## config.mk

```make
export PLATFORM = sky130hd
export DESIGN_NAME = n_queens_first_solution
export DESIGN_NICKNAME = d
export VERILOG_FILES = /design/src/rtl/nqfs_pkg.sv /design/src/rtl/nqfs_conflict.sv /design/src/rtl/n_queens_first_solution.sv
export SDC_FILE = /design/constraint.sdc
export NUM_CORES = 1
export LEC_CHECK = 0
export BUFFER_PORTS_ARGS = -buffer_cell sky130_fd_sc_hd__buf_2
export CAP_MARGIN = 20
export CORE_AREA = 2 2 159 161
export DETAILED_ROUTE_END_ITERATION = 10
export DIE_AREA = 0 0 161 163
export GPL_ROUTABILITY_DRIVEN = 0
export GPL_TIMING_DRIVEN = 1
export PLACE_DENSITY = 0.47
export SLEW_MARGIN = 20
export SYNTH_ARGS = -nofsm -noshare
export SYNTH_HDL_FRONTEND = slang
export SYNTH_SLANG_ARGS = --single-unit
```

## constraint.sdc

```tcl
create_clock -name i_clk -period 4.3 [get_ports i_clk]
set_input_delay 0.43 -clock i_clk [delete_from_list [all_inputs] [get_ports i_clk]]
set_output_delay 0.43 -clock i_clk [all_outputs]
set_load 0.02 [all_outputs]
```

## src/rtl/nqfs_pkg.sv

```systemverilog
// Shared types and constants for the N-queens first-solution search.
`timescale 1ns / 1ps

package nqfs_pkg;

    localparam int SIZE_W = 5;  // board size request field
    localparam int POS_W  = 5;  // row / column counters, can hold the size itself
    localparam int ROW_W  = 4;  // row index on the result channel
    localparam int COL_W  = 4;  // stored queen column
    localparam int SIZE_CAP = 16;  // most results one request can produce

    typedef enum logic [2:0] {
        ST_IDLE,
        ST_TRY,
        ST_POP,
        ST_CHECK,
        ST_OUT_RD,
        ST_OUT_LD,
        ST_FAIL
    } t_phase;

endpackage

```

## src/rtl/nqfs_conflict.sv

```systemverilog
// Attack test of a candidate square against one queen of an earlier row.
`timescale 1ns / 1ps

module nqfs_conflict (
    input  logic [nqfs_pkg::POS_W-1:0] i_row,
    input  logic [nqfs_pkg::POS_W-1:0] i_chk,
    input  logic [nqfs_pkg::POS_W-1:0] i_col,
    input  logic [nqfs_pkg::COL_W-1:0] i_other,
    output logic                       o_hit
);
    import nqfs_pkg::*;

    logic [POS_W-1:0] row_gap;
    logic [POS_W:0]   other_w;
    logic [POS_W:0]   col_w;
    logic [POS_W:0]   other_up;
    logic [POS_W:0]   col_up;

    always_comb begin
        row_gap  = i_row - i_chk;
        other_w  = (POS_W+1)'(i_other);
        col_w    = {1'b0, i_col};
        other_up = other_w + {1'b0, row_gap};
        col_up   = col_w + {1'b0, row_gap};
        // same column, or either upper diagonal
        o_hit    = (other_w == col_w) || (other_up == col_w) || (col_up == other_w);
    end

endmodule

```

## src/rtl/n_queens_first_solution.sv

```systemverilog
// Top level of the N-queens first-solution search engine.
`timescale 1ns / 1ps
// Usage:
//   Input channel (i_in_valid / o_in_ready) takes one request: a board size
//   on i_board_size. Output channel (o_out_valid / i_out_ready) returns the
//   first placement found by a depth-first search, one result per row in row
//   order (o_found=1, o_row_index, o_queen_column), o_last on the final row.
//   Sizes with no placement (0, 2, 3, above the limit) give a single result
//   with o_found=0 and o_last=1.
// Operation:
//   One request at a time. A placement trial checks the earlier rows in turn
//   in ST_CHECK, since the queen columns live in a single-port stack memory
//   read one entry per cycle; a backtrack step passes through ST_POP.
//   Total time is data dependent. Each result passes through ST_OUT_RD and
//   ST_OUT_LD, which waits while the output register is still full.
// Reset:
//   i_rst_n (synchronous, active low) returns the engine to idle and drops
//   o_out_valid. The stack memory is not cleared; entries are written first.
// Stall:
//   Results sit in one output register; while i_out_ready is low the engine
//   holds the next result and waits. A new request may be taken while the
//   final result of the previous one is still waiting.

module n_queens_first_solution #(
    parameter int MAX_BOARD = 16
) (
    input  logic                          i_clk,
    input  logic                          i_rst_n,
    input  logic                          i_in_valid,
    output logic                          o_in_ready,
    input  logic [nqfs_pkg::SIZE_W-1:0]   i_board_size,
    output logic                          o_out_valid,
    input  logic                          i_out_ready,
    output logic                          o_found,
    output logic [nqfs_pkg::ROW_W-1:0]    o_row_index,
    output logic [nqfs_pkg::COL_W-1:0]    o_queen_column,
    output logic                          o_last
);
    import nqfs_pkg::*;

    localparam int AW         = (MAX_BOARD > 1) ? $clog2(MAX_BOARD) : 1;
    localparam int SIZE_LIMIT = (MAX_BOARD < SIZE_CAP) ? MAX_BOARD : SIZE_CAP;
    localparam logic [SIZE_W-1:0] LIMIT_CODE = SIZE_W'(SIZE_LIMIT);

    // queen column per row
    logic [COL_W-1:0] mem [MAX_BOARD];

    t_phase r_state, n_state;

    logic [SIZE_W-1:0] r_size, n_size;
    logic [POS_W-1:0]  r_row,  n_row;   // row being placed
    logic [POS_W-1:0]  r_col,  n_col;   // candidate column of that row
    logic [POS_W-1:0]  r_chk,  n_chk;   // earlier row under test / result row
    logic [COL_W-1:0]  r_rdata;

    logic              r_o_valid, n_o_valid;
    logic              r_o_found, n_o_found;
    logic [ROW_W-1:0]  r_o_row,   n_o_row;
    logic [COL_W-1:0]  r_o_col,   n_o_col;
    logic              r_o_last,  n_o_last;

    logic              rd_en;
    logic [AW-1:0]     rd_addr;
    logic              wr_en;
    logic [AW-1:0]     wr_addr;
    logic [COL_W-1:0]  wr_data;

    logic              out_free;
    logic              hit;
    logic              size_bad;
    logic [POS_W-1:0]  chk_nx;
    logic [POS_W-1:0]  row_dn;
    logic              load;

    nqfs_conflict u_conflict (
        .i_row   (r_row),
        .i_chk   (r_chk),
        .i_col   (r_col),
        .i_other (r_rdata),
        .o_hit   (hit)
    );

    assign out_free = !r_o_valid || i_out_ready;
    assign size_bad = (i_board_size == '0) || (i_board_size > LIMIT_CODE);
    assign chk_nx   = r_chk + 1'b1;
    assign row_dn   = r_row - 1'b1;

    // next state
    always_comb begin
        n_state = r_state;
        unique case (r_state)
            ST_IDLE: begin
                if (i_in_valid) begin
                    n_state = size_bad ? ST_FAIL : ST_TRY;
                end
            end
            ST_TRY: begin
                if (r_row >= r_size) begin
                    n_state = ST_OUT_RD;
                end else if (r_col >= r_size) begin
                    n_state = (r_row == '0) ? ST_FAIL : ST_POP;
                end else if (r_row != '0) begin
                    n_state = ST_CHECK;
                end
            end
            ST_POP:    n_state = ST_TRY;
            ST_CHECK: begin
                if (hit || chk_nx == r_row) begin
                    n_state = ST_TRY;
                end
            end
            ST_OUT_RD: n_state = ST_OUT_LD;
            ST_OUT_LD: begin
                if (out_free && chk_nx == r_size) begin
                    n_state = ST_IDLE;
                end else if (out_free) begin
                    n_state = ST_OUT_RD;
                end
            end
            ST_FAIL: begin
                if (out_free) begin
                    n_state = ST_IDLE;
                end
            end
            default:   n_state = ST_IDLE;
        endcase
    end

    // datapath and memory control
    always_comb begin
        n_size    = r_size;
        n_row     = r_row;
        n_col     = r_col;
        n_chk     = r_chk;
        n_o_found = r_o_found;
        n_o_row   = r_o_row;
        n_o_col   = r_o_col;
        n_o_last  = r_o_last;
        rd_en     = 1'b0;
        rd_addr   = '0;
        wr_en     = 1'b0;
        wr_addr   = r_row[AW-1:0];
        wr_data   = r_col[COL_W-1:0];
        load      = 1'b0;
        o_in_ready = (r_state == ST_IDLE);
        unique case (r_state)
            ST_IDLE: begin
                if (i_in_valid) begin
                    n_size = i_board_size;
                    n_row  = '0;
                    n_col  = '0;
                end
            end
            ST_TRY: begin
                if (r_row >= r_size) begin
                    n_chk = '0;
                end else if (r_col >= r_size) begin
                    // column exhausted: back up one row, fetch its column
                    if (r_row != '0) begin
                        n_row   = row_dn;
                        rd_en   = 1'b1;
                        rd_addr = row_dn[AW-1:0];
                    end
                end else if (r_row == '0) begin
                    wr_en = 1'b1;
                    n_row = r_row + 1'b1;
                    n_col = '0;
                end else begin
                    n_chk   = '0;
                    rd_en   = 1'b1;
                    rd_addr = '0;
                end
            end
            ST_POP: begin
                n_col = POS_W'(r_rdata) + 1'b1;
            end
            ST_CHECK: begin
                if (hit) begin
                    n_col = r_col + 1'b1;
                end else if (chk_nx == r_row) begin
                    // clear of every earlier queen: commit and descend
                    wr_en = 1'b1;
                    n_row = r_row + 1'b1;
                    n_col = '0;
                end else begin
                    n_chk   = chk_nx;
                    rd_en   = 1'b1;
                    rd_addr = chk_nx[AW-1:0];
                end
            end
            ST_OUT_RD: begin
                rd_en   = 1'b1;
                rd_addr = r_chk[AW-1:0];
            end
            ST_OUT_LD: begin
                if (out_free) begin
                    load      = 1'b1;
                    n_o_found = 1'b1;
                    n_o_row   = r_chk[ROW_W-1:0];
                    n_o_col   = r_rdata;
                    n_o_last  = (chk_nx == r_size);
                    n_chk     = chk_nx;
                end
            end
            ST_FAIL: begin
                if (out_free) begin
                    load      = 1'b1;
                    n_o_found = 1'b0;
                    n_o_row   = '0;
                    n_o_col   = '0;
                    n_o_last  = 1'b1;
                end
            end
            default: ;
        endcase
        n_o_valid = load || (r_o_valid && !i_out_ready);
    end

    // Reads and writes never hit the same entry in one cycle: writes go to
    // the current row, reads only to rows above it.
    always_ff @(posedge i_clk) begin
        if (wr_en) begin
            mem[wr_addr] <= wr_data;
        end
        if (rd_en) begin
            r_rdata <= mem[rd_addr];
        end
    end

    always_ff @(posedge i_clk) begin
        if (!i_rst_n) begin
            r_state   <= ST_IDLE;
            r_row     <= '0;
            r_o_valid <= 1'b0;
        end else begin
            r_state   <= n_state;
            r_row     <= n_row;
            r_o_valid <= n_o_valid;
        end
    end

    always_ff @(posedge i_clk) begin
        r_size    <= n_size;
        r_col     <= n_col;
        r_chk     <= n_chk;
        r_o_found <= n_o_found;
        r_o_row   <= n_o_row;
        r_o_col   <= n_o_col;
        r_o_last  <= n_o_last;
    end

    assign o_out_valid    = r_o_valid;
    assign o_found        = r_o_found;
    assign o_row_index    = r_o_row;
    assign o_queen_column = r_o_col;
    assign o_last         = r_o_last;

    // the row under test always lies above the row being placed
    a_chk_below_row: assert property (@(posedge i_clk) disable iff (!i_rst_n)
        (r_state == ST_CHECK) |-> (r_chk < r_row))
        else $error("check index not below current row");

    // the search never descends past the board
    a_row_in_board: assert property (@(posedge i_clk) disable iff (!i_rst_n)
        (r_state != ST_IDLE) |-> (r_row <= r_size))
        else $error("current row beyond board size");

    // a backtrack fetch only follows an exhausted column
    a_pop_from_try: assert property (@(posedge i_clk) disable iff (!i_rst_n)
        (r_state == ST_POP) |-> ($past(r_state) == ST_TRY))
        else $error("backtrack fetch without exhausted row");

endmodule

```

# Word-level counts from Yosys, hierarchy flattened

Memories as Yosys holds them, arrays and structs flattened. A register that Yosys moved wholly into a read port is not among the register bits.
Cells that the tools add are included.

Flip-flop bits (word level): 34
Bits in latches: 0
Memory bits (writable): 64
ROM bits: 0
Bits of input ports: 9
Output and inout bits: 12
Logic and storage cells: 140
Memories kept: 1

Memory list:

| memory | depth | bits a word | read ports | clocked after Yosys merged registers in | write ports | RTL line                      | source |
|---|---|---|---|---|---|---|---|
| mem    | 16    | 4           | 1          | 1                                       | 1           | n_queens_first_solution.sv:46 | `logic [COL_W-1:0] mem [MAX_BOARD];` |

Add/subtract/negate cells: 8
Multiply operators: 0
Div/mod/pow operators: 0
Order comparisons: 3
Equal/unequal tests: 28
Shift-type cells: 0
Mux-type cells: 65
Bitwise gates (word level): 0
Reductions and logical operators: 25

Operators with widths:

| kind                  | count |
|---|---|
| $mux W5               | 18 |
| $mux W4               | 8 |
| $mux W3               | 10 |
| $pmux W5 S3           | 2 |
| $pmux W3 S7           | 1 |
| $ne A2 B2 Y1 const B  | 10 |
| $pmux W5 S4           | 1 |
| $mux W1               | 18 |
| $ne A3 B3 Y1 const B  | 6 |
| $pmux W4 S2           | 2 |
| $add A5 B1 Y5 const B | 3 |
| $pmux W4 S3           | 1 |
| $reduce_and A6 Y1     | 2 |
| $eq A5 B5 Y1          | 2 |
| $ge A5 B5 Y1          | 2 |
| $logic_not A5 Y1      | 2 |
| $eq A3 B3 Y1 const B  | 3 |
| $reduce_and A7 Y1     | 1 |
| $add A4 B5 Y6         | 1 |
| $add A5 B5 Y6         | 1 |
| $eq A3 B2 Y1 const B  | 2 |
| $eq A6 B4 Y1          | 1 |
| $eq A6 B5 Y1          | 1 |
| $logic_or A1 B1 Y1    | 6 |
| 20 further kinds      | 25 |

# Longest topological paths before layout

Depth after elaboration: 9
Mapped depth: 19
Mapped depth without buffers: 17

# Cells and area by module

From an unflattened synthesis, not the netlist that was laid out.

Cells, all modules: 539
Area total of the unflattened synthesis: 5,910.7 µm²

By module, submodules not included:

| module                  | instances | cells each | area an instance (µm²) | sequential area each (µm²) |
|---|---|---|---|---|
| n_queens_first_solution | 1         | 461        | 5,292.6                | 2,972.9 |
| nqfs_conflict           | 1         | 78         | 618.1                  | 0.0 |

# Least setup slack after synthesis

No wires, ideal clock.

Kind: flip-flop to flip-flop
From: reg r_row[0]
To: reg r_rdata[2] (read register of mem), data pin
Setup time: 0.261 ns
Data arrival time: 3.788 ns
Required time: 4.039 ns
Path slack: 0.251 ns
Cell stages (with the launch flop): 17
Buffers on the path: 2
Clock period less this slack: 4.049 ns
Cells stage by stage: dfxtp_1 > inv_1 > ha_1 > fa_1 > inv_1 > fa_1 > nand3_1 > nand2_1 > xor2_1 > or2_4 > a2111oi_4 > o31ai_4 > buf_6 > buf_8 > mux2i_1 > a21oi_1 > a221o_1

Word-level cells in the longest chain between the ends: 7
Elaborated cells on any way between the ends: 25
Those cells by class: add/sub (4); order compare (1); eq/ne (3); mux (13); reduce/logical (4)

RTL lines:

| what                                       | RTL line                       | source |
|---|---|---|
| start: declaration                         | n_queens_first_solution.sv:51  | `logic [POS_W-1:0] r_row, n_row;` |
| start signal: assignment                   | n_queens_first_solution.sv:237 | `r_row <= n_row;` |
| $sub A5 B5 Y5                              | nqfs_conflict.sv:20            | `row_gap = i_row - i_chk;` |
| $add A4 B5 Y6                              | nqfs_conflict.sv:23            | `other_up = other_w + {1'b0, row_gap};` |
| $eq A6 B5 Y1                               | nqfs_conflict.sv:26            | `o_hit = (other_w == col_w) \|\| (other_up == col_w) \|\| (col_up == other_w);` |
| $logic_or A1 B1 Y1 (2 in series)           | nqfs_conflict.sv:26            |  |
| $mux W4 or $mux W1 (tied branches)         | n_queens_first_solution.sv:178 | `if (hit) begin` |
| $pmux W4 S3 or $pmux W1 S3 (tied branches) | n_queens_first_solution.sv:146 | `unique case (r_state)` |
| end: declaration                           | n_queens_first_solution.sv:54  | `logic [COL_W-1:0] r_rdata;` |

Parallel ways exist; a longest one is shown, timed or not.
A chain may end at the register's enable or synchronous reset.

# Final worst setup path

From: reg r_chk[1]
To: reg r_rdata[3] (read register of mem), data pin

Word-level cells in the longest chain between the ends: 7
Elaborated cells on any way between the ends: 15
Those cells by class: add/sub (4); eq/ne (3); mux (6); reduce/logical (2)

RTL lines:

| what                                       | RTL line                       | source |
|---|---|---|
| start: declaration                         | n_queens_first_solution.sv:53  | `logic [POS_W-1:0] r_chk, n_chk;` |
| start signal: assignment                   | n_queens_first_solution.sv:245 | `r_chk <= n_chk;` |
| $sub A5 B5 Y5                              | nqfs_conflict.sv:20            |  |
| $add A4 B5 Y6                              | nqfs_conflict.sv:23            |  |
| $eq A6 B5 Y1                               | nqfs_conflict.sv:26            |  |
| $logic_or A1 B1 Y1 (2 in series)           | nqfs_conflict.sv:26            |  |
| $mux W4 or $mux W1 (tied branches)         | n_queens_first_solution.sv:178 |  |
| $pmux W4 S3 or $pmux W1 S3 (tied branches) | n_queens_first_solution.sv:146 |  |

Parallel ways exist; a longest one is shown, timed or not.

==> flow_summary.toml <==
[critical_path]
cp.arrival_ns = 4.24
critPathSlowestCell = "a2111oi_4"
crit_family = "compound AO/OA/AOI/OAI gates"
endpoint_kind = "register"
critPathRequiredTime_ns = 4.40
worstPathCellList = "inv_1 -> ha_1 -> a21o_1 -> a21oi_2 -> xnor2_2 -> ha_1 -> a21oi_1 -> nand2_1 -> xor2_1 -> or2_4 -> a2111oi_4 -> buf_4 -> o31ai_4 -> buf_4 -> clkbuf_16 -> mux2_2 -> o21ai_0 -> o211ai_1"
cp-start-kind = "register"
cp_slowest_stage_delay_ns = 0.46
critPathBufInv = 4
path_class = "register to register"
cp_max_fo = 12

[sta]
finalMaxSlewViolations = 0
fin_ws_ns = 0.162
hold_viol_final = 0
fin_crit_sh_pct = 96.2
worst_pin_slew_ns = 0.921
maxSlewHeadroom_pct = 38.3
setup_tns_ns = 0
setup_viol = 0
rsz0062_at_grt = "false"
post-route-min-period_ns = 4.14
hold_ws_ns = 0.270
max_freq_mhz = 242
fin_skew_ns = 0.00715

[route]
wl_met2_um = 6900
wl_per_cell_um = 16.6
drt_wl_total_um = 14500
drc_errors = 0
drtIter0Drc = 361
drt-met1-wl_um = 6700
routed-via-count = 4003
ant_nets = 0
vias_per_cell = 4.57
wl_met3_um = 625
first_pass_iters = 5
top_layer = "met4"

[grt]
overflow = 0
track_usage_pct = 11.2
antenna_found_initial = 0
grt_pass1_vias = 3922
grt_pass1_wl_um = 22400
grt_max_degree = 26

[clocking]
cts_made_buffers = 9
root_buffer = "clkbuf_16"
clock_latency_ns = 0.35
cts_tree = "built"
clk_transition_reported_paths_ns = 0.07
clock_path_buffers = 2
cts_num_sinks = 102
htreeDepth = 3
ctsHoldBuffers = 0

[synthesis]
ys_top_cells_by_area = "edfxtp_1 48%, ha_1 6.9%, mux2i_1 5.2%, xnor2_1 4.7%, nor2_1 3.2%"
synth_top_area_share_pct = 48.2
synth_area_um2 = 5790
syn_avg_cell_area_um2 = 11.7
yosysTopAreaCell = "edfxtp_1"
synth_cell_types = 62
async_reset_ff_share_pct = 0
syn_nets = 541
yosysWarnings = 0
synthCells = 497
synth-edff-count = 93
synth-seq-area-share_pct = 51.3
synth-seq-cells = 102
synthFlopType = "edfxtp_1"

[die]
start_util_pct = 23.5
die_y_um = 163
die_width_um = 161
coreArea_um2 = 24700
io_pins = 21
num_rows = 58
die_area_um2 = 26200

[final_layout]
n_antenna_cell = 0
drive_gt1_share_pct = 19.4
fin_nets = 586
area_delta_synth_final_pct = 18.7

[pwr]
power.density_nw_per_um2 = 744
irDropWorstVdd_mv = 0.308
power_mw = 5.11
p_leak_nw = 2.40

[worst_hold_path]
hp-class = "input pin to register"

[status]
status = "finished, final reports clean"

[placed_design]
dp_hpwl_um = 10800
place_ws_ns = -0.0931
io_buffers = 20

[flow_run]
cap_viol_max_count = 0
## cell type report
cell class	count	area [um2]
multi-input combinational	358	2710
clock inverter	6	93.8
fill	2582	17800
sequential	102	2970
timing repair buffer	53	390
clock buffer	9	225
tap	330	413
inverter	18	67.6
## cell usage after synthesis (6+ instances only)
master,n
inv_1,18
xor2_1,12
o22ai_1,6
a22oi_1,7
nand2b_1,12
a21oi_1,17
nor2_1,50
a21o_1,6
edfxtp_1,93
nor4_1,6
xnor2_1,31
nand2_1,32
nand3_1,14
and2_1,10
mux2_2,10
clkbuf_1,12
ha_1,32
mux2i_1,30
dfxtp_1,9
nor3_1,7
o21ai_0,11
## logic make-up after synthesis
group	count (synthesis)	synth area share, %
XOR/XNOR	43	6.50
flip-flops	102	51.3
buffers and inverters	37	2.98
AO/OA/AOI/OAI	90	11.5
multiplexers	40	7.13
AND/OR/NAND/NOR	150	12.6
adder cells (fa/ha/maj)	35	7.95
## routing by layer
layer	vias up	global-route usage [%]
met4	0	4.26
met3	19	2.55
met5	-	0
li1	1918	-
met2	89	18.2
met1	1977	14.6
## cell usage in the layout, fill, tap and decap left out, types with 9 or more instances in the layout
cell       synthesis  routed
xor2_1            12      12
dfxtp_1            9       9
and2_1            10      10
o21ai_0           11      11
buf_4              1      30
nand3_1           14      14
a21oi_1           17      16
edfxtp_1          93      93
inv_1             18      17
xnor2_1           31      29
nand2_1           32      30
mux2i_1           30      27
clkbuf_16          0      10
nand2b_1          12      12
ha_1              32      32
mux2_2            10      10
buf_2              1      20
nor2_1            50      50
## state kept, by name (all words and copies together) (netlist names)
signal / cells
o_out_valid: 1
o_last: 1
r_chk: 5
r_col: 5
mem: 64
r_state: 3
o_queen_column: 4
o_found: 1
r_rdata: 4
r_row: 5
o_row_index: 4
r_size: 5
## power by group
| part | leakage, nW | switching (mW) | total (mW) | internal [mW] |
|---|---|---|---|---|
| clock network | 0.158 | 0.381 | 0.895 | 0.515 |
| logic | 1.31 | 1.52 | 2.69 | 1.17 |
| registers | 0.930 | 0.176 | 1.52 | 1.35 |
| total | 2.40 | 2.08 | 5.11 | 3.04 |
## path summary, 6_finish.rpt
kind / from / end / cells after the start / slack, ns
max: r_chk[1] / r_rdata[3] / 18 / 0.16
min: i_board_size[1] / r_size[1] / 1 / 0.27
max reg2reg: r_chk[1] / r_rdata[3] / 18 / 0.16
min reg2reg: o_out_valid / o_out_valid / 2 / 0.61
## stage by stage
stage                     util (%)  instances  cell area (um2)
final                         27.8        876             6870
after global routing          27.8        876             6870
after CTS                     27.3        869             6740
after detailed placement      26.0        853             6410
after global placement        26.0        853             6410
after floorplan                  -        497             5790
## timing repair
| action | 4_1_cts | 5_1_grt |
|---|---|---|
| buffers inserted | 1 | 6 |
| resized for setup | 0 | 17 |
| endpoints found under the hold margin | 0 | 0 |
| setup endpoints to repair | 4 | 9 |
| gates cloned | 0 | 1 |
| pin swaps | 1 | 5 |
No activity file was read; power rests on OpenSTA's default activity.
